<file path="config.mk">
export PLATFORM = sky130hd
export DESIGN_NAME = ffc_mac
export DESIGN_NICKNAME = d
export VERILOG_FILES = /design/src/rtl/ffc_pkg.sv /design/src/rtl/ffc_mac.sv
export SDC_FILE = /design/constraint.sdc
export NUM_CORES = 1
export LEC_CHECK = 0
export ABC_AREA = 1
export BUFFER_PORTS_ARGS = -buffer_cell sky130_fd_sc_hd__clkbuf_2
export CAP_MARGIN = 10
export CORE_ASPECT_RATIO = 1.75
export CORE_MARGIN = 4
export CORE_UTILIZATION = 40
export CTS_BUF_LIST = sky130_fd_sc_hd__clkbuf_8
export DETAILED_ROUTE_END_ITERATION = 6
export GPL_TIMING_DRIVEN = 0
export PLACE_DENSITY = 0.61
export SYNTH_ARGS = -nofsm -noshare
export SYNTH_HDL_FRONTEND = slang
export SYNTH_SLANG_ARGS = --single-unit
</file>
<file path="constraint.sdc">
create_clock -name clk_i -period 3.1 [get_ports clk_i]
set_input_delay 0.31 -clock clk_i [delete_from_list [all_inputs] [get_ports clk_i]]
set_output_delay 0.31 -clock clk_i [all_outputs]
set_load 0.01 [all_outputs]
</file>
<file path="src/rtl/ffc_pkg.sv">
// shared constants, codes and types for the feature filter correlation block
package ffc_pkg;

  localparam int MAX_MAP_ROWS    = 64;
  localparam int MAX_MAP_COLS    = 64;
  localparam int MAX_CHANNELS    = 32;
  localparam int MAX_FILTER_ROWS = 16;
  localparam int MAX_FILTER_COLS = 16;
  localparam int NUM_FILTERS     = 6;

  localparam int SAMPLE_W = 16;
  localparam int PROD_W   = 2 * SAMPLE_W;
  localparam int RESP_W   = 48;

  localparam int FEAT_DEPTH = MAX_CHANNELS * MAX_MAP_ROWS * MAX_MAP_COLS;
  localparam int FEAT_AW    = $clog2(FEAT_DEPTH);
  localparam int WGT_DEPTH  = NUM_FILTERS * MAX_CHANNELS * MAX_FILTER_ROWS * MAX_FILTER_COLS;
  localparam int WGT_AW     = $clog2(WGT_DEPTH);

  // commands
  localparam logic [1:0] CMD_WR_WEIGHT  = 2'd0;
  localparam logic [1:0] CMD_WR_FEATURE = 2'd1;
  localparam logic [1:0] CMD_COMPUTE    = 2'd2;

  // configuration register indexes
  localparam logic [2:0] REG_MAP_ROWS    = 3'd0;
  localparam logic [2:0] REG_MAP_COLS    = 3'd1;
  localparam logic [2:0] REG_NUM_CHANNELS = 3'd2;
  localparam logic [2:0] REG_FILTER_ROWS = 3'd3;
  localparam logic [2:0] REG_FILTER_COLS = 3'd4;

  // sizes in use, as seen by the sequencer
  typedef struct packed {
    logic [5:0] nch;
    logic [4:0] frows;
    logic [4:0] fcols;
  } ffc_size_t;

  // compute job handed to the sequencer
  typedef struct packed {
    logic [2:0] fsel;
    logic [5:0] row;
    logic [5:0] col;
  } ffc_job_t;

  // tag of one memory read issued by the sequencer
  typedef struct packed {
    logic vld;
    logic first;
    logic last;
  } ffc_issue_t;

endpackage

</file>
<file path="src/rtl/ffc_mac.sv">
// multiply-accumulate pipeline: align with read data, multiply, accumulate
module ffc_mac import ffc_pkg::*; (
  input  logic                       clk_i,
  input  logic                       rst_ni,
  input  ffc_issue_t                 issue_i,
  input  logic signed [SAMPLE_W-1:0] feat_i,
  input  logic signed [SAMPLE_W-1:0] wgt_i,
  output logic signed [RESP_W-1:0]   resp_o,
  output logic                       done_o
);

  ffc_issue_t                 rd_q;
  ffc_issue_t                 prod_tag_q;
  logic signed [PROD_W-1:0]   prod_q;
  logic signed [RESP_W-1:0]   acc_q, acc_d;
  logic signed [RESP_W-1:0]   prod_ext;
  logic                       done_q;

  assign prod_ext = {{(RESP_W-PROD_W){prod_q[PROD_W-1]}}, prod_q};
  assign acc_d    = prod_tag_q.first ? prod_ext : acc_q + prod_ext;

  always_ff @(posedge clk_i or negedge rst_ni) begin
    if (!rst_ni) begin
      rd_q       <= '0;
      prod_tag_q <= '0;
      done_q     <= 1'b0;
    end else begin
      rd_q       <= issue_i;
      prod_tag_q <= rd_q;
      done_q     <= prod_tag_q.vld && prod_tag_q.last;
    end
  end

  always_ff @(posedge clk_i) begin
    if (rd_q.vld) begin
      prod_q <= PROD_W'(feat_i) * PROD_W'(wgt_i);
    end
    if (prod_tag_q.vld) begin
      acc_q <= acc_d;
    end
  end

  assign resp_o = acc_q;
  assign done_o = done_q;

endmodule

</file>
======== After elaboration in Yosys (flattened, before gate mapping) ========
Cells that the tools add are included.
word-level totals
  bits in registers ....................... 87
  input port bits ......................... 37
  output and inout port bits .............. 49
  logic and storage cells ................. 13
operators by class
  add/subtract/negate cells ............... 1
  multiply operators ...................... 1
  mux-type cells .......................... 1
  reductions and logical operators ........ 1
operators by type and width
  operator                                        count
  48-bit by 32-bit adder with 48-bit output       1
  48-bit 2-to-1 mux                               1
  16-bit by 16-bit multiplier with 32-bit output  1
  1-bit logical AND                               1

======== Longest topological paths before layout ========
  depth after elaboration ................. 2
  depth in mapped cells ................... 27
  gate-level depth less buffers ........... 25

======== Worst setup path after synthesis ========
Ideal clock, no wire load.
  kind .................................... input-to-reg
  from .................................... input wgt_i[5]
  to ...................................... register prod_q[24] (data pin)
  setup time .............................. 253 ps
  arrival time ............................ 5504 ps
  required time ........................... 2847 ps
  path slack .............................. -2657 ps
  cell stages on the path ................. 21
  buffers on the path ..................... 2
  cells stage by stage .................... clkbuf_1 -> clkbuf_1 -> nand2_1 -> fa_1 -> inv_1 -> fa_1 -> inv_1 -> fa_1 -> fa_1 -> inv_1 -> fa_1 -> inv_1 -> fa_1 -> inv_1 -> ha_1 -> nand2_1 -> nor3_2 -> inv_1 -> or3_1 -> nand4_1 -> nand2_1
on the way
  word-level cells in the longest chain between the ends .. 1
ends and longest elaborated chain
  what                                            line           source
  start, declared                                 ffc_mac.sv:7   input logic signed [SAMPLE_W-1:0] wgt_i,
  16-bit by 16-bit multiplier with 32-bit output  ffc_mac.sv:36  prod_q <= PROD_W'(feat_i) * PROD_W'(wgt_i);
  end signal, assigned                            ffc_mac.sv:36
  end, declared                                   ffc_mac.sv:14  logic signed [PROD_W-1:0] prod_q;
No other way between the ends.
A chain may end at the register's enable or synchronous reset.

======== Worst setup path in the final report ========
  from .................................... input feat_i[15]
  to ...................................... register prod_q[20] (data pin)
on the way
  word-level cells in the longest chain between the ends .. 1
ends and longest elaborated chain
  what                                            line           source
  start, declared                                 ffc_mac.sv:6   input logic signed [SAMPLE_W-1:0] feat_i,
  16-bit by 16-bit multiplier with 32-bit output  ffc_mac.sv:36
No other way between the ends.

==> results.toml <==
[worst_setup_path]
rr_startpoint = "resp_o[0]"
cp.arrival_ns = 5.40
critical_path.max_fanout = 6
path_class = "primary input to register"
r2r_slack_ns = 0.25
cp-end-kind = "register"
rr_endpoint = "resp_o[32]"
required_ns = 3.25
worstSetupStartpointType = "primary input"
reg2regPathDepth = 15

[die]
io_pins = 86
dieWidth_microns = 169
coreArea_sq_um = 44400
die_h_microns = 289
rows = 102
initial_utilization = 0.406
dieArea_sq_um = 48700

[clocking]
clk_latency_ns = 0.42
cts_sinks = 87
cts_max_level = 3
cts_buffer_depth = 2
cts-root-buf = "clkbuf_8"
tritoncts = "yes"
numCtsBuffers = 9
path_clk_slew_ns = 0.09

[synthesis]
ys_seq_elements = 87
yosys.area.top_type = "fa_1"
postSynth.asyncResetShare = 0.0805
synthCells = 2542
netlist_area_sq_um = 18000
seq_area_frac_synth = 0.143
synth_area_leaders = "fa_1 29%, nand2_1 17%, inv_1 14%, edfxtp_1 13%, ha_1 8.9%"
ys.flop_type = "edfxtp_1"
avgSynthCellArea_sq_um = 7.10
synth_cell_types = 38
synth_edf_count = 80
yosys.area.top_type_share = 0.292
mappedNetlistNets = 2971
yosys_warnings = 0

[routing]
routedWlPerCell_microns = 18.0
drc_errors = 0
drt_iter0_markers = 750
dr.pass1.iters = 7
vias = 15900
avgViaCountPerCell = 4.90
routed_wl_microns = 58600
detail-route-antenna-nets = 0

[global_route]
antenna_found_initial = 0
grt_pass1_vias = 17100
grt.overflow.total = 0
grt_max_degree = 34
grt_usage = 0.244
grt_pass1_wl_microns = 91300

[placed_design]
io_buffers = 59
place_ws_ns = -3.02
dp_hpwl_microns = 50900
gp_congestion = 1.04

[outcome]
violations = "negative setup slack"
status = "complete, but fails checks"

[sta]
finalClockSkew_ns = 0.0219
setup_ws_ns = -2.15
hold_viol = 0
timing.final.crit_period_ns = 5.25
rsz0062_at_grt = "true"
fin_crit_sh = 1.69
max_freq_mhz = 190
max_slew.worst_pin.slew_ns = 0.741
relSlewSlack = 0.506
setup-violations-final = 26
slew_violations = 0

[job]
drv_cap = 0

[final_layout]
drive_above_1_share = 0.188
final_cell_mix = "767 x nand2_1, 645 x inv_1, 242 x fa_1"
fill_cells = 4416
final_common_cell = "nand2_1"
syn2layout_area_growth_pct = 20.9
diodes = 0
fin_nets = 3103

[min_path]
hp-class = "primary input to async pin"
## repair_timing
action                                 CTS  global route
setup endpoints to repair               28            27
setup buffers                           33            23
gates cloned                             1             1
hold buffers                             4             0
resized for setup                      193           105
endpoints found under the hold margin   10             0
pin swaps                               62            89
## sequential cells by signal, indices dropped and copies added (netlist names)
signal / cells
done_o: 1
prod_q: 32
prod_tag_q: 3
rd_q: 3
resp_o: 48
## Yosys cell counts (2+ instances only)
cell        n
or2_1       3
a21oi_1    71
buf_2       2
a21o_1      8
or2_2      18
nor2_4      4
inv_2       9
dfrtp_1     7
nor2_1    102
xnor2_1    10
nor3_2      2
nor3_1     13
nand2_1   817
nand3b_1    3
ha_1      129
o21ai_0    24
o21ai_1     5
edfxtp_1   80
o21bai_1    5
nand3_1   101
fa_1      263
xor2_1     29
clkbuf_1   64
nand4_1    24
nand3_2     5
inv_1     696
nor2_2     21
clkinv_1    2
nand2_2    16
## how the worst max path moves through the flow
| stage | start | to | slack, ns |
|---|---|---|---|
| after CTS | feat_i[15] | prod_q[24] | -2.11 |
| after global placement | wgt_i[15] | prod_q[31] | -3.00 |
| final | feat_i[15] | prod_q[20] | -2.15 |
| after global routing | feat_i[15] | prod_q[20] | -2.22 |
| after floorplan | wgt_i[6] | prod_q[24] | -2.06 |
| after detailed placement | feat_i[15] | prod_q[31] | -3.02 |
## final cells by class
type / instances / area [sq um] / share of cell area
tap: 572 / 716 / 0.0328
sequential: 87 / 2580 / 0.118
clock buffer: 10 / 138 / 0.00631
clock inverter: 6 / 73.8 / 0.00339
inverter: 707 / 2660 / 0.122
timing repair buffer: 121 / 957 / 0.0439
multi-input combinational: 1681 / 13700 / 0.630
buffer: 67 / 940 / 0.0431
## worst max-delay path, stage by stage
cell       delay [ns]
clkbuf_16        0.14
clkbuf_16        0.16
nand2_4          0.06
inv_2            0.04
fa_2             0.64
buf_6            0.13
fa_1             0.43
fa_2             0.58
fa_1             0.43
fa_1             0.51
inv_2            0.04
fa_1             0.51
inv_2            0.05
ha_4             0.30
nand2_4          0.07
nor2_4           0.09
inv_2            0.05
buf_4            0.13
nor3_4           0.25
nand3_1          0.13
o21ai_2          0.24
xor2_1           0.09
## per-layer routing
metal	global-route usage	vias to the layer above	wire length, microns
met5	0	-	0
met4	0.176	0	5510
met3	0.0214	207	1930
met2	0.492	444	32800
met1	0.222	7617	18400
li1	-	7676	-
## cells by family after synthesis
logic type               synth area share
AO/OA/AOI/OAI                      0.0356
XOR/XNOR                           0.0189
AND/OR/NAND/NOR                     0.260
flip-flops                          0.143
buffers and inverters               0.161
adder cells (fa/ha/maj)             0.381
## metrics by stage
| step | setup TNS, ns | std cells | utilization | area, sq um | hold slack (ns) |
|---|---|---|---|---|---|
| after floorplan | -42.79 | 2542 | - | 18900 | 0.0144 |
| after global placement | -64.34 | 3173 | 0.449 | 19900 | 0.143 |
| after detailed placement | -64.95 | 3174 | 0.449 | 19900 | 0.151 |
| after CTS | -42.49 | 3228 | 0.479 | 21300 | 0.251 |
| after global routing | -46.28 | 3251 | 0.491 | 21800 | 0.279 |
| final | -42.75 | 3251 | 0.491 | 21800 | 0.279 |
Power is left out: the tool's default activity adds up to more than one toggle a clock period on the data nets, which glitch-free logic cannot reach.
