## src/rtl/ffc_pkg.sv

```systemverilog
// shared constants, codes and types for the feature filter correlation block
package ffc_pkg;

  localparam int MAX_MAP_ROWS    = 64;
  localparam int MAX_MAP_COLS    = 64;
  localparam int MAX_CHANNELS    = 32;
  localparam int MAX_FILTER_ROWS = 16;
  localparam int MAX_FILTER_COLS = 16;
  localparam int NUM_FILTERS     = 6;

  localparam int SAMPLE_W = 16;
  localparam int PROD_W   = 2 * SAMPLE_W;
  localparam int RESP_W   = 48;

  localparam int FEAT_DEPTH = MAX_CHANNELS * MAX_MAP_ROWS * MAX_MAP_COLS;
  localparam int FEAT_AW    = $clog2(FEAT_DEPTH);
  localparam int WGT_DEPTH  = NUM_FILTERS * MAX_CHANNELS * MAX_FILTER_ROWS * MAX_FILTER_COLS;
  localparam int WGT_AW     = $clog2(WGT_DEPTH);

  // commands
  localparam logic [1:0] CMD_WR_WEIGHT  = 2'd0;
  localparam logic [1:0] CMD_WR_FEATURE = 2'd1;
  localparam logic [1:0] CMD_COMPUTE    = 2'd2;

  // configuration register indexes
  localparam logic [2:0] REG_MAP_ROWS    = 3'd0;
  localparam logic [2:0] REG_MAP_COLS    = 3'd1;
  localparam logic [2:0] REG_NUM_CHANNELS = 3'd2;
  localparam logic [2:0] REG_FILTER_ROWS = 3'd3;
  localparam logic [2:0] REG_FILTER_COLS = 3'd4;

  // sizes in use, as seen by the sequencer
  typedef struct packed {
    logic [5:0] nch;
    logic [4:0] frows;
    logic [4:0] fcols;
  } ffc_size_t;

  // compute job handed to the sequencer
  typedef struct packed {
    logic [2:0] fsel;
    logic [5:0] row;
    logic [5:0] col;
  } ffc_job_t;

  // tag of one memory read issued by the sequencer
  typedef struct packed {
    logic vld;
    logic first;
    logic last;
  } ffc_issue_t;

endpackage

```

## src/rtl/ffc_seq.sv

```systemverilog
// read sequencer: walks channels, filter rows and filter columns of one job
module ffc_seq import ffc_pkg::*; (
  input  logic               clk_i,
  input  logic               rst_ni,
  input  logic               launch_i,
  input  ffc_job_t           job_i,
  input  ffc_size_t          size_i,
  output logic [FEAT_AW-1:0] feat_raddr_o,
  output logic [WGT_AW-1:0]  wgt_raddr_o,
  output ffc_issue_t         issue_o
);

  logic       run_q, run_d;
  logic [2:0] fsel_q, fsel_d;
  logic [5:0] row_q, row_d;
  logic [5:0] col_q, col_d;
  logic [4:0] k_q, k_d;
  logic [3:0] fr_q, fr_d;
  logic [3:0] fc_q, fc_d;

  logic [4:0] nch_m1;
  logic [3:0] frows_m1;
  logic [3:0] fcols_m1;
  logic       k_end, fr_end, fc_end, last;
  logic [5:0] frow_abs, fcol_abs;

  assign nch_m1   = 5'(size_i.nch - 6'd1);
  assign frows_m1 = 4'(size_i.frows - 5'd1);
  assign fcols_m1 = 4'(size_i.fcols - 5'd1);

  assign k_end  = (k_q == nch_m1);
  assign fr_end = (fr_q == frows_m1);
  assign fc_end = (fc_q == fcols_m1);
  assign last   = k_end && fr_end && fc_end;

  // the job was checked on entry, so these sums stay inside the map
  assign frow_abs = row_q + {2'b00, fr_q};
  assign fcol_abs = col_q + {2'b00, fc_q};

  assign feat_raddr_o = {k_q, frow_abs, fcol_abs};
  assign wgt_raddr_o  = {fsel_q, k_q, fr_q, fc_q};

  assign issue_o.vld   = run_q;
  assign issue_o.first = (k_q == 5'd0) && (fr_q == 4'd0) && (fc_q == 4'd0);
  assign issue_o.last  = last;

  always_comb begin
    run_d  = run_q;
    fsel_d = fsel_q;
    row_d  = row_q;
    col_d  = col_q;
    k_d    = k_q;
    fr_d   = fr_q;
    fc_d   = fc_q;
    if (launch_i) begin
      run_d  = 1'b1;
      fsel_d = job_i.fsel;
      row_d  = job_i.row;
      col_d  = job_i.col;
      k_d    = '0;
      fr_d   = '0;
      fc_d   = '0;
    end else if (run_q) begin
      if (last) begin
        run_d = 1'b0;
      end
      if (fc_end) begin
        fc_d = '0;
        if (fr_end) begin
          fr_d = '0;
          k_d  = k_q + 5'd1;
        end else begin
          fr_d = fr_q + 4'd1;
        end
      end else begin
        fc_d = fc_q + 4'd1;
      end
    end
  end

  always_ff @(posedge clk_i or negedge rst_ni) begin
    if (!rst_ni) begin
      run_q <= 1'b0;
      k_q   <= '0;
      fr_q  <= '0;
      fc_q  <= '0;
    end else begin
      run_q <= run_d;
      k_q   <= k_d;
      fr_q  <= fr_d;
      fc_q  <= fc_d;
    end
  end

  always_ff @(posedge clk_i) begin
    fsel_q <= fsel_d;
    row_q  <= row_d;
    col_q  <= col_d;
  end

endmodule

```

## config.mk

```make
export PLATFORM = sky130hd
export DESIGN_NAME = ffc_seq
export DESIGN_NICKNAME = d
export VERILOG_FILES = /design/src/rtl/ffc_pkg.sv /design/src/rtl/ffc_seq.sv
export SDC_FILE = /design/constraint.sdc
export NUM_CORES = 1
export LEC_CHECK = 0
export BUFFER_PORTS_ARGS = -buffer_cell sky130_fd_sc_hd__buf_2
export CAP_MARGIN = 30
export CORE_MARGIN = 3
export CORE_UTILIZATION = 30
export DETAILED_ROUTE_END_ITERATION = 8
export GPL_TIMING_DRIVEN = 0
export HOLD_SLACK_MARGIN = 0.06
export MAX_ROUTING_LAYER = met4
export PLACE_DENSITY_LB_ADDON = 0.1
export SLEW_MARGIN = 20
export SYNTH_ARGS = -nofsm -noshare
export SYNTH_HDL_FRONTEND = slang
export SYNTH_SLANG_ARGS = --single-unit
```

## constraint.sdc

```tcl
create_clock -name clk_i -period 2.05 [get_ports clk_i]
set_input_delay 0.1025 -clock clk_i [delete_from_list [all_inputs] [get_ports clk_i]]
set_output_delay 0.1025 -clock clk_i [all_outputs]
set_load 0.01 [all_outputs]
```

# ---- Word level (Yosys, flattened, before mapping)
# Index checks and enable logic that the tools add are counted.
# W data, S select, Z words.
dict set report classes {
  addsub 8
  mul 0
  n_div 0
  magnitude_cmp 0
  eq_ne 3
  shift 0
  n_mux 14
  bitwise 0
  reduce_logical 12
}
# op n
set ops {}
lappend ops {{$mux W4} 7}
lappend ops {{$mux W5} 4}
lappend ops {{$add A6 B4 Y6} 2}
lappend ops {{$add A4 B1 Y4 const B} 2}
lappend ops {{$eq A4 B4 Y1} 2}
lappend ops {{$logic_not A4 Y1} 2}
lappend ops {{$sub A4 B1 Y4 const B} 2}
lappend ops {{$reduce_bool A2 Y1} 3}
lappend ops {{$add A5 B1 Y5 const B} 1}
lappend ops {{$eq A5 B5 Y1} 1}
lappend ops {{$logic_not A5 Y1} 1}
lappend ops {{$sub A5 B1 Y5 const B} 1}
lappend ops {{$logic_and A1 B1 Y1} 4}
lappend ops {{$mux W1} 3}
lappend ops {{$reduce_and A3 Y1} 1}
lappend ops {{$reduce_and A2 Y1} 1}
dict set report word_totals {
  reg_bits 29
  latch_bits 0
  ram_bits 0
  mem_bits_ro 0
  inputBits 34
  out_inout_bits 36
  wordCells 44
  memories 0
}

# ---- Logic depth before layout (Yosys ltp)
# Gate-level depths: netlist (run 1).
dict set report logic_depth {
  word_depth 7
  mapped_depth 8
  mapped_depth_nobuf 7
}

# ---- Worst setup path before layout (run 1)
# No wires, ideal clock.
dict set report synth_timing {
  path_type {register -> register}
  start {register fr_q[3]}
  end {register k_q[4]}
  setup_ns 0.125
  arrival_time_ns 1.788
  t_required_ns 1.925
  setup_slack_ns 0.138
  stages_incl_launch_ff 7
  path_buffers 1
  period_less_slack_ns 1.912
  path_cell_list {dfrtp_1 xor2_1 xnor2_1 nand4_1 clkbuf_1 nor4b_1 mux2_2}
}
dict set report synth_via {
  elab_chain_len 3
}
# element line
set synth_rtl {}
lappend synth_rtl {{start, declared} ffc_seq.sv:18} ;# logic [3:0] fr_q, fr_d;
lappend synth_rtl {{start signal, assigned} ffc_seq.sv:90} ;# fr_q <= fr_d;
lappend synth_rtl {{$eq A4 B4 Y1} ffc_seq.sv:32} ;# assign fr_end = (fr_q == frows_m1);
lappend synth_rtl {{$reduce_bool A2 Y1 (no source line)} -}
lappend synth_rtl {{$reduce_and A3 Y1 (no source line)} -}
lappend synth_rtl {{end signal, assigned} ffc_seq.sv:89} ;# k_q <= k_d;
lappend synth_rtl {{end, declared} ffc_seq.sv:17} ;# logic [4:0] k_q, k_d;
# No other way between the ends.
# A chain may end at the register's enable or synchronous reset.

# ---- Worst setup path after layout (run 1)
dict set report layout_timing {
  start {register fc_q[2]}
  end {output port issue_o[0] in the netlist's numbering}
}
dict set report layout_via {
  elab_chain_len 2
}
# element line
set layout_rtl {}
lappend layout_rtl {{start, declared} ffc_seq.sv:19} ;# logic [3:0] fc_q, fc_d;
lappend layout_rtl {{start signal, assigned} ffc_seq.sv:86} ;# fc_q <= '0;
lappend layout_rtl {{start signal, assigned} ffc_seq.sv:91} ;# fc_q <= fc_d;
lappend layout_rtl {{$eq A4 B4 Y1} ffc_seq.sv:33} ;# assign fc_end = (fc_q == fcols_m1);
lappend layout_rtl {{$logic_and A1 B1 Y1} ffc_seq.sv:34} ;# assign last = k_end && fr_end && fc_end;
lappend layout_rtl {{end, declared} ffc_seq.sv:10} ;# output ffc_issue_t issue_o
# No other way between the ends.

==> flow_metrics.env, run 1 <==
export IMPL_run_status="finished with violations"
export IMPL_failed_checks="negative setup slack"
export IMPL_num_vias=1756
export IMPL_rr_startpoint="fc_q[2]"
export IMPL_top_layer="met4"
export IMPL_synth_area_leader_cell="sky130_fd_sc_hd__edfxtp_1"
export IMPL_crit_fanout=3
export IMPL_rsz_0062_raised_after_global_routing="yes"
export IMPL_cell_area_after_layout_um2=2960
export IMPL_postSynthCellCount=190
export IMPL_worst_setup_path_startpoint="fc_q[2]"
export IMPL_antenna_found_initial=0
export IMPL_coreArea_um2=6130
export IMPL_htreeDepth=2
export IMPL_wire_length_of_the_first_global_routing_pass_um=8090
export IMPL_synthesis_yosys_warnings=0
export IMPL_nets=354
export IMPL_postSynthRegisterBits=29
export IMPL_tritoncts="yes"
export IMPL_synth_fp_nets=243
export IMPL_total_leakage_power_uw=0.00142
export IMPL_depth_of_the_worst_register_to_register_path=7
export IMPL_synth_seq_area_share_pct=40.8
export IMPL_worstMarginPinSlew_ns=0.495
export IMPL_min_period_over_period_pct=100
export IMPL_numCtsBuffers=5
export IMPL_path_cells="xnor3_1, nand3_2, or2_1, buf_6, a2111oi_4, buf_2"
export IMPL_required_arrival_time_at_the_worst_endpoint_ns=1.95
export IMPL_setup_violations_final=1
export IMPL_slew_limit_headroom_pct=67.0
export IMPL_synth_top_area_share_pct=22.9
export IMPL_postRouteAntennaNets=0
export IMPL_insertion_delay_of_the_later_clocked_pin_in_the_worst_skew_pair_ns=0.27
export IMPL_p_per_area_nw_per_um2=551
export IMPL_most_frequent_standard_cell_in_the_layout_excluding_fill_and_tap_cells="sky130_fd_sc_hd__buf_2"
export IMPL_report_final_slew_viol_count=0
export IMPL_cp_data_arrival_time_ns=1.95
export IMPL_final_layout_size_suffix_gt1_share_pct=46.4
export IMPL_utilization_pct=48.3
export IMPL_setup_worst_path_start_class="flop"
export IMPL_fp_row_count=28
export IMPL_ff2ff_setup_slack_ns=0.06
export IMPL_cts_root_to_sink_buffers=2
export IMPL_ioPinCount=70
export IMPL_count_of_maximum_capacitance_violations=0
export IMPL_critPathCaptureType="primary output"
export IMPL_insertedDiodeCount=0
export IMPL_critPathCapture="issue_o[0]"
export IMPL_final_global_route_overflow_total=0
export IMPL_fin_skew_ns=0.00413
export IMPL_crit_path_max_incr_delay_ns=0.42
export IMPL_die_area_um2=7550
export IMPL_syn_area_um2=1960
export IMPL_final_hold_viol_count=0
export IMPL_post_synth_main_area_contributors="sky130_fd_sc_hd__edfxtp_1 (23%), sky130_fd_sc_hd__dfrtp_1 (18%), sky130_fd_sc_hd__ha_1 (11%)"
export IMPL_hold_class="primary input to asynchronous set/reset pin"
export IMPL_hpwl_um=3500
export IMPL_endpoint_of_the_most_critical_register_to_register_path="k_q[2]"
export IMPL_detail_route_wirelength_met1_um=2240
export IMPL_postRouteWirelength_um=5090
export IMPL_drt_iter0_markers=65
export IMPL_mostFrequentLayoutCells="sky130_fd_sc_hd__buf_2 (66), sky130_fd_sc_hd__buf_4 (29), sky130_fd_sc_hd__inv_1 (20), sky130_fd_sc_hd__dlygate4sd3_1 (16), sky130_fd_sc_hd__edfxtp_1 (15)"
export IMPL_placement_io_buffers=66
export IMPL_wl_met3_um=193
export IMPL_ir_worst_vdd_mv=0.396
export IMPL_maximum_number_of_pins_on_one_net_before_global_route_repair=17
export IMPL_drtPass1Iterations=4
export IMPL_postPlaceCellArea_um2=2390
export IMPL_drc=0
export IMPL_wl_per_cell_um=13.5
export IMPL_timing_final_crit_period_ns=2.06
export IMPL_post_synth_cell_area_avg_um2=10.3
export IMPL_met2_length_um=2630
export IMPL_globalplace_congestion=0.750
export IMPL_groute_usage_overall_pct=14.3
export IMPL_cpMaxStageDelayCell="sky130_fd_sc_hd__dfrtp_2"
export IMPL_clock_root_buffer="sky130_fd_sc_hd__clkbuf_8"
export IMPL_timing_setup_critical_path_class="flop to primary output"
export IMPL_areaGrowthSynthToFinish_pct=50.9
export IMPL_tritoncts_num_sinks=29
export IMPL_grt_pass1_vias=1745
export IMPL_yosys_cell_types_count=41
export IMPL_setup_slack_ns=-0.00639
export IMPL_clock_fmax_mhz=486
export IMPL_avgViaCountPerCell=4.66
export IMPL_initial_core_utilization_pct=32.0
export IMPL_clock_slew_at_reported_path_ffs_ns=0.06
export IMPL_chipWidth_um=86.9
export IMPL_chipHeight_um=86.9
[synthesized netlist by cell type]
cell	instances
sky130_fd_sc_hd__o221ai_1	1
sky130_fd_sc_hd__nor2_1	7
sky130_fd_sc_hd__clkbuf_1	4
sky130_fd_sc_hd__dfrtp_1	14
sky130_fd_sc_hd__or3_1	1
sky130_fd_sc_hd__a22oi_1	1
sky130_fd_sc_hd__fa_1	2
sky130_fd_sc_hd__nor2b_1	4
sky130_fd_sc_hd__buf_6	1
sky130_fd_sc_hd__nand2_1	8
sky130_fd_sc_hd__nand4_1	5
sky130_fd_sc_hd__buf_4	7
sky130_fd_sc_hd__xor2_1	10
sky130_fd_sc_hd__and4b_1	1
sky130_fd_sc_hd__a21oi_1	8
sky130_fd_sc_hd__a2111oi_2	1
sky130_fd_sc_hd__ha_1	17
sky130_fd_sc_hd__o31ai_1	4
sky130_fd_sc_hd__nor4b_1	3
sky130_fd_sc_hd__nor3_1	5
sky130_fd_sc_hd__o32ai_1	1
sky130_fd_sc_hd__mux2_2	3
sky130_fd_sc_hd__o21ai_0	6
sky130_fd_sc_hd__nor4_1	1
sky130_fd_sc_hd__o31a_1	1
sky130_fd_sc_hd__mux2i_1	1
sky130_fd_sc_hd__a21o_1	4
sky130_fd_sc_hd__xnor2_1	13
sky130_fd_sc_hd__a311o_1	1
sky130_fd_sc_hd__edfxtp_1	15
sky130_fd_sc_hd__o41ai_1	1
sky130_fd_sc_hd__nand2b_1	2
sky130_fd_sc_hd__a31oi_1	1
sky130_fd_sc_hd__xnor3_1	1
sky130_fd_sc_hd__or4_1	2
sky130_fd_sc_hd__inv_1	23
sky130_fd_sc_hd__and3_1	1
sky130_fd_sc_hd__nand3_1	6
sky130_fd_sc_hd__or2_1	1
sky130_fd_sc_hd__nand4b_1	1
sky130_fd_sc_hd__nand3b_1	1
[worst max-delay path, delay by kind of cell (launching register included)]
kind                      cells  cell delay [ns]
and+or+nand+nor               2             0.35
AOI/OAI and AO/OA             1             0.34
xor gates and xnor gates      1             0.25
DFF                           1             0.42
buffers and inverters         2             0.32
[worst min-delay path by stage]
stage,from,endpoint,slack [ns],cells past startpoint
detailed placement,rst_ni,k_q[3],0.04,1
global placement,rst_ni,k_q[4],0.04,1
floorplan,rst_ni,fc_q[0],-0.19,0
finish,rst_ni,k_q[4],0.27,2
CTS,launch_i,col_q[4],0.26,1
global route,launch_i,col_q[2],0.26,1
[layout make-up]
class                           count  area [um^2]
Inverter                           23         86.3
Sequential cell                    29          811
Fill cell                         571         3170
Buffer                             10         77.6
Timing Repair Buffer              106          674
Multi-Input combinational cell    126         1140
Clock buffer                        6         72.6
Tap cell                           75         93.8
Clock inverter                      2         10.0
[timing repair]
action / CTS / global route
endpoints found under the hold margin: 29 / 0
endpoints found under the setup margin: 12 / 9
gates resized for setup: 20 / 20
gates cloned: 0 / 0
pin swaps: 3 / 13
hold buffers: 16 / 0
buffers inserted: 7 / 17
[power breakdown]
group | internal, uW | leakage [uW] | total (uW) | switching, uW
sequential | 655 | 0.000322 | 683 | 27.9
clock | 235 | 0.0000450 | 448 | 213
combinational | 260 | 0.00105 | 503 | 243
total | 1150 | 0.00142 | 1630 | 483
[routing by layer]
| layer | global-route usage [%] | vias up |
|---|---|---|
| met1 | 16.4 | 827 |
| met5 | - | - |
| met4 | 3.68 | 0 |
| met2 | 24.6 | 40 |
| li1 | - | 887 |
| met3 | 4.07 | 2 |
[flip-flops by register name (all words and copies together), names as in the netlist]
signal / flops
col_q: 6
run_q: 1
k_q: 5
fc_q: 4
fsel_q: 3
row_q: 6
fr_q: 4
[per-stage QoR]
| stage | TNS [ns] | hold slack (ns) | setup WS (ns) | power [uW] | cells |
|---|---|---|---|---|---|
| floorplan | 0 | -0.193 | 0.138 | 916 | 190 |
| global placement | -0.447 | 0.0369 | -0.171 | 1070 | 331 |
| detailed placement | -0.487 | 0.0393 | -0.153 | 1070 | 331 |
| CTS | -0.0102 | 0.263 | -0.0102 | 1590 | 360 |
| global route | -0.222 | 0.260 | -0.112 | 1750 | 377 |
| finish | -0.00639 | 0.268 | -0.00639 | 1630 | 377 |
[cell families (layout without fill, tap and decap cells)]
logic type,after synthesis,after routing,share of synthesized area [%]
flip-flops,29,29,40.8
multiplexers,4,4,2.23
AO/OA/AOI/OAI,30,30,10.4
buffers and inverters,35,147,8.41
XOR/XNOR,24,24,11.4
adder cells (fa/ha/maj),19,19,12.9
AND/OR/NAND/NOR,49,49,13.9
Note: power is estimated with default switching activity, not from simulation.
==> inputs of run 2 (changes only) <==
--- a/config.mk
+++ b/config.mk
@@ -7,6 +7,8 @@
 export LEC_CHECK = 0
 export BUFFER_PORTS_ARGS = -buffer_cell sky130_fd_sc_hd__buf_2
 export CAP_MARGIN = 30
+export CELL_PAD_IN_SITES_DETAIL_PLACEMENT = 0
+export CELL_PAD_IN_SITES_GLOBAL_PLACEMENT = 1
 export CORE_MARGIN = 3
 export CORE_UTILIZATION = 30
 export DETAILED_ROUTE_END_ITERATION = 8
@@ -14,6 +16,7 @@
 export HOLD_SLACK_MARGIN = 0.06
 export MAX_ROUTING_LAYER = met4
 export PLACE_DENSITY_LB_ADDON = 0.1
+export SKIP_LAST_GASP = 1
 export SLEW_MARGIN = 20
 export SYNTH_ARGS = -nofsm -noshare
 export SYNTH_HDL_FRONTEND = slang
==> flow_metrics.env, run 2 (same netlist as run 1, synthesis figures left out) <==
export IMPL_maximum_number_of_pins_on_one_net_before_global_route_repair=17
export IMPL_most_frequent_standard_cell_in_the_layout_excluding_fill_and_tap_cells="sky130_fd_sc_hd__buf_2"
export IMPL_internal_pwr_total_uw=1270
export IMPL_postRouteWirelength_um=5090
export IMPL_met2_length_um=2600
export IMPL_cell_area_after_layout_um2=2970
export IMPL_num_vias=1736
export IMPL_slew_limit_headroom_pct=67.9
export IMPL_die_area_um2=7550
export IMPL_grt_pass1_vias=1726
export IMPL_fp_row_count=28
export IMPL_depth_of_the_worst_register_to_register_path=7
export IMPL_setup_violations_final=0
export IMPL_worstMarginPinSlew_ns=0.482
export IMPL_p_comb_share_pct=28.1
export IMPL_htreeDepth=2
export IMPL_antenna_found_initial=0
export IMPL_mostFrequentLayoutCells="sky130_fd_sc_hd__buf_2 (66), sky130_fd_sc_hd__buf_4 (28), sky130_fd_sc_hd__inv_1 (22), sky130_fd_sc_hd__dlygate4sd3_1 (16), sky130_fd_sc_hd__edfxtp_1 (15)"
export IMPL_utilization_pct=48.4
export IMPL_final_global_route_overflow_total=0
export IMPL_count_of_maximum_capacitance_violations=0
export IMPL_fin_skew_ns=0.00617
export IMPL_final_layout_size_suffix_gt1_share_pct=44.0
export IMPL_avgViaCountPerCell=4.63
export IMPL_postRouteAntennaNets=0
export IMPL_setup_worst_path_start_class="flop"
export IMPL_groute_usage_overall_pct=14.6
export IMPL_top_layer="met4"
export IMPL_insertedDiodeCount=0
export IMPL_power_share_switching_pct=27.9
export IMPL_wl_met3_um=233
export IMPL_dp_cells=331
export IMPL_crit_fanout=5
export IMPL_rsz_0062_raised_after_global_routing="yes"
export IMPL_placement_io_buffers=66
export IMPL_worst_hold_slack_ns=0.251
export IMPL_total_leakage_power_uw=0.00142
export IMPL_seq_power_share_pct=39.0
export IMPL_critPathCaptureType="primary output"
export IMPL_tritoncts="yes"
export IMPL_final_cells=375
export IMPL_timing_final_crit_period_ns=1.95
export IMPL_total_power_uw=1760
export IMPL_numCtsBuffers=5
export IMPL_hold_class="primary input to asynchronous set/reset pin"
export IMPL_drt_iter0_markers=39
export IMPL_drc=0
export IMPL_wl_per_cell_um=13.6
export IMPL_insertion_delay_of_the_later_clocked_pin_in_the_worst_skew_pair_ns=0.28
export IMPL_power_switching_uw=490
export IMPL_required_arrival_time_at_the_worst_endpoint_ns=1.95
export IMPL_final_hold_viol_count=0
export IMPL_areaGrowthSynthToFinish_pct=51.2
export IMPL_tritoncts_num_sinks=29
export IMPL_ir_worst_vdd_mv=0.324
export IMPL_wire_length_of_the_first_global_routing_pass_um=8260
export IMPL_largest_registers="col_q x6, row_q x6, k_q x5"
export IMPL_clock_root_buffer="sky130_fd_sc_hd__clkbuf_8"
export IMPL_coreArea_um2=6130
export IMPL_chipHeight_um=86.9
export IMPL_initial_core_utilization_pct=32.0
export IMPL_run_status="finished, final reports clean"
export IMPL_hpwl_um=3470
export IMPL_cp_data_arrival_time_ns=1.85
export IMPL_chipWidth_um=86.9
export IMPL_drtPass1Iterations=4
export IMPL_ioPinCount=70
export IMPL_min_period_over_period_pct=95.2
export IMPL_clock_fmax_mhz=512
export IMPL_p_per_area_nw_per_um2=593
export IMPL_nets=352
export IMPL_timing_setup_critical_path_class="flop to primary output"
export IMPL_clock_slew_at_reported_path_ffs_ns=0.07
export IMPL_globalplace_congestion=0.753
export IMPL_cts_root_to_sink_buffers=2
export IMPL_detail_route_wirelength_met1_um=2200
export IMPL_postPlaceCellArea_um2=2390
export IMPL_report_final_slew_viol_count=0
export IMPL_p_clk_share_pct=32.9
[run 2: cell type report]
cell class                      instances  area (um^2)
Tap cell                               75         93.8
Clock inverter                          2         33.8
Multi-Input combinational cell        126         1140
Buffer                                 10         77.6
Clock buffer                            6         72.6
Timing Repair Buffer                  104          656
Sequential cell                        29          810
Inverter                               23         86.3
Fill cell                             579         3160
[run 2: worst max-delay path, cell delays in order (launching register included)]
cell and delay, ns:
sky130_fd_sc_hd__dfrtp_2 0.43, sky130_fd_sc_hd__ha_1 0.29, sky130_fd_sc_hd__a21o_1 0.19, sky130_fd_sc_hd__a21oi_2 0.18
sky130_fd_sc_hd__nor2b_1 0.06, sky130_fd_sc_hd__o21ai_1 0.14, sky130_fd_sc_hd__xnor2_1 0.13, sky130_fd_sc_hd__buf_2 0.15
[run 2: worst paths after layout]
| kind | endpoint | start | slack, ns |
|---|---|---|---|
| setup / recovery | feat_raddr_o[11] | fr_q[1] | 0.1 |
| hold / removal | fc_q[0] | rst_ni | 0.25 |
| setup reg to reg | k_q[4] | fr_q[3] | 0.1 |
| hold reg to reg | k_q[1] | k_q[1] | 0.66 |
| max in group asynchronous | fr_q[0] | rst_ni | 1.52 |
| min in group clk_i | col_q[3] | launch_i | 0.25 |
[run 2: metrics by stage]
| step | setup TNS (ns) | setup slack (ns) |
|---|---|---|
| after global placement | -0.472 | -0.182 |
| final | 0 | 0.0978 |
| after CTS | -0.0142 | -0.0142 |
| after global routing | -0.0727 | -0.0636 |
| after floorplan | 0 | 0.138 |
| after detailed placement | -0.521 | -0.159 |
[run 2: routing by layer]
metal,global-route usage (%),up-vias
li1,-,883
met1,17.5,803
met2,24.8,42
met3,2.84,8
met4,4.67,0
met5,-,-
[run 2: repair_timing]
item | 4_1_cts | 5_1_grt
hold endpoints to repair | 29 | 0
cloned | 0 | 0
gates resized for setup | 20 | 15
endpoints found under the setup margin | 12 | 9
pin swaps | 3 | 16
setup buffers | 8 | 14
hold buffers | 16 | 0
[run 2: power by group through the flow]
stage	Clock, uW	Sequential (uW)	Combinational (uW)
after floorplan	0	698	218
final	580	686	494
after global routing	621	690	555
after detailed placement	0	699	370
after global placement	0	698	372
after CTS	595	682	442
==> inputs of run 3 (changes only) <==
--- a/config.mk
+++ b/config.mk
@@ -5,12 +5,12 @@
 export SDC_FILE = /design/constraint.sdc
 export NUM_CORES = 1
 export LEC_CHECK = 0
-export BUFFER_PORTS_ARGS = -buffer_cell sky130_fd_sc_hd__buf_2
+export BUFFER_PORTS_ARGS = -buffer_cell sky130_fd_sc_hd__buf_4
 export CAP_MARGIN = 30
 export CELL_PAD_IN_SITES_DETAIL_PLACEMENT = 0
 export CELL_PAD_IN_SITES_GLOBAL_PLACEMENT = 1
 export CORE_MARGIN = 3
-export CORE_UTILIZATION = 30
+export CORE_UTILIZATION = 37
 export DETAILED_ROUTE_END_ITERATION = 8
 export GPL_TIMING_DRIVEN = 0
 export HOLD_SLACK_MARGIN = 0.06
==> constraint.sdc (replaced) <==
create_clock -name clk_i -period 2.1 [get_ports clk_i]
set_input_delay 0.105 -clock clk_i [delete_from_list [all_inputs] [get_ports clk_i]]
set_output_delay 0.105 -clock clk_i [all_outputs]
set_load 0.01 [all_outputs]
==> flow_metrics.env, run 3 (same netlist as run 1, synthesis figures left out) <==
export IMPL_total_power_uw=1860
export IMPL_die_area_um2=6220
export IMPL_report_final_slew_viol_count=0
export IMPL_crit_path_max_incr_delay_ns=0.45
export IMPL_clock_fmax_mhz=469
export IMPL_count_of_maximum_capacitance_violations=0
export IMPL_areaGrowthSynthToFinish_pct=54.6
export IMPL_drt_iter0_markers=94
export IMPL_postRouteAntennaNets=0
export IMPL_tritoncts_num_sinks=29
export IMPL_most_frequent_standard_cell_in_the_layout_excluding_fill_and_tap_cells="sky130_fd_sc_hd__buf_4"
export IMPL_initial_core_utilization_pct=40.0
export IMPL_p_clk_share_pct=37.4
export IMPL_slew_limit_headroom_pct=58.0
export IMPL_final_layout_size_suffix_gt1_share_pct=41.0
export IMPL_required_arrival_time_at_the_worst_endpoint_ns=2.00
export IMPL_p_per_area_nw_per_um2=614
export IMPL_rr_startpoint="fr_q[3]"
export IMPL_postPlaceCellArea_um2=2540
export IMPL_crit_fanout=4
export IMPL_setup_violations_final=1
export IMPL_setup_slack_ns=-0.0328
export IMPL_drc=0
export IMPL_chipWidth_um=78.8
export IMPL_groute_usage_overall_pct=16.6
export IMPL_run_status="finished with violations"
export IMPL_maximum_number_of_pins_on_one_net_before_global_route_repair=17
export IMPL_ioPinCount=70
export IMPL_num_vias=1740
export IMPL_utilization_pct=61.8
export IMPL_timing_final_crit_period_ns=2.13
export IMPL_setup_worst_path_start_class="flop"
export IMPL_internal_pwr_total_uw=1380
export IMPL_numCtsBuffers=5
export IMPL_ir_worst_vdd_mv=0.442
export IMPL_failed_checks="negative setup slack"
export IMPL_insertedDiodeCount=0
export IMPL_insertion_delay_of_the_later_clocked_pin_in_the_worst_skew_pair_ns=0.28
export IMPL_cp_data_arrival_time_ns=2.03
export IMPL_nets=345
export IMPL_largest_registers="col_q x6, row_q x6, k_q x5"
export IMPL_pre_cts_slack_ns=-0.0352
export IMPL_wire_length_of_the_first_global_routing_pass_um=7790
export IMPL_path_cells="xor2_2, nand3_2, or2_1, buf_6, a2111oi_4, buf_4, buf_6"
export IMPL_critPathCaptureType="primary output"
export IMPL_seq_power_share_pct=35.7
export IMPL_min_period_over_period_pct=102
export IMPL_timing_critical_path_mode_cell="sky130_fd_sc_hd__buf_6"
export IMPL_chipHeight_um=78.8
export IMPL_p_comb_share_pct=26.9
export IMPL_htreeDepth=2
export IMPL_final_global_route_overflow_total=0
export IMPL_final_cells=360
export IMPL_tritoncts="yes"
export IMPL_cell_area_after_layout_um2=3040
export IMPL_final_hold_viol_count=0
export IMPL_clock_slew_at_reported_path_ffs_ns=0.07
export IMPL_cts_root_to_sink_buffers=2
export IMPL_worst_hold_startpoint="launch_i"
export IMPL_worst_setup_path_startpoint="fc_q[1]"
export IMPL_hpwl_um=3350
export IMPL_wl_per_cell_um=13.6
export IMPL_grt_pass1_vias=1690
export IMPL_total_of_fill_cells_in_the_finished_design=427
export IMPL_mostFrequentLayoutCells="sky130_fd_sc_hd__buf_4 (86), sky130_fd_sc_hd__inv_1 (23), sky130_fd_sc_hd__ha_1 (17), sky130_fd_sc_hd__dlygate4sd3_1 (16), sky130_fd_sc_hd__edfxtp_1 (15)"
export IMPL_dp_cells=323
export IMPL_worstMarginPinSlew_ns=0.625
export IMPL_placement_io_buffers=66
export IMPL_hold_class="primary input to flop"
export IMPL_drtPass1Iterations=5
export IMPL_clock_root_buffer="sky130_fd_sc_hd__clkbuf_8"
export IMPL_timing_setup_critical_path_class="flop to primary output"
export IMPL_rsz_0062_raised_after_global_routing="yes"
export IMPL_fin_skew_ns=0.00548
export IMPL_fp_row_count=25
export IMPL_globalplace_congestion=0.734
export IMPL_postRouteWirelength_um=4890
export IMPL_avgViaCountPerCell=4.83
export IMPL_coreArea_um2=4910
export IMPL_cpMaxStageDelayCell="sky130_fd_sc_hd__dfrtp_2"
export IMPL_antenna_found_initial=0
export IMPL_total_leakage_power_uw=0.00143
export IMPL_power_switching_uw=481
export IMPL_power_share_switching_pct=25.8
==> run 3: cell count changes in the layout (fill, tap and decap cells not counted), sizes merged <==
cell	change
clkbuf	-1
bufinv	+1
buf	-7
==> run 3: power groups by stage <==
stage          Sequential, uW  Combinational [uW]  Clock [uW]
3_5_place_dp              682                 410           0
4_1_cts                   668                 464         709
2_1_floorplan             681                 213           0
3_3_place_gp              681                 409           0
6_report                  665                 502         697
5_1_grt                   671                 552         738
==> run 3: metal layers <==
| metal | global-route usage (%) | part of all wire, % | vias to the layer above |
|---|---|---|---|
| met3 | 3.74 | 4.5 | 6 |
| met1 | 19.8 | 42 | 821 |
| li1 | - | - | 863 |
| met5 | - | 0 | - |
| met2 | 28.4 | 52 | 50 |
| met4 | 4.64 | 0.76 | 0 |
==> run 3: worst max-delay path: cells and delay by family, from the launching register on <==
kind,cells,cell delay [ns]
AOI/OAI and AO/OA,1,0.34
xor gates and xnor gates,1,0.19
buffers and inverters,3,0.39
DFF,1,0.45
and+or+nand+nor,2,0.37
==> run 3: final timing paths <==
path | end | cells past startpoint | slack (ns)
max | issue_o[0] | 7 | -0.03
min | row_q[0] | 1 | 0.19
max reg2reg | k_q[4] | 7 | 0.08
min reg2reg | fc_q[1] | 2 | 0.62
max in group asynchronous | fc_q[1] | 2 | 1.69
min in group asynchronous | k_q[2] | 2 | 0.21
==> run 3: repair_timing <==
item                                    4_1_cts  5_1_grt
buffers inserted                              5        9
endpoints found under the setup margin        5        8
hold buffers                                 16        0
pin swaps                                     1        9
resized for setup                            15       11
hold endpoints to repair                     29        0
==> run 3: final cells by class <==
type	instances	area [um^2]	share of cell area [%]
timing repair buffer	96	764	25.2
sequential	29	810	26.7
inverter	23	86.3	2.84
clock inverter	3	65.1	2.14
clock buffer	5	68.8	2.27
buffer	11	85.1	2.80
tap	67	83.8	2.76
multi-input combinational	126	1070	35.3
==> run 3: stage by stage <==
step | setup TNS (ns) | hold WS [ns]
3_3_place_gp | -0.125 | -0.0241
3_5_place_dp | -0.0695 | -0.0261
2_1_floorplan | 0 | -0.191
5_1_grt | -0.259 | 0.186
6_report | -0.0328 | 0.189
4_1_cts | -0.0280 | 0.186
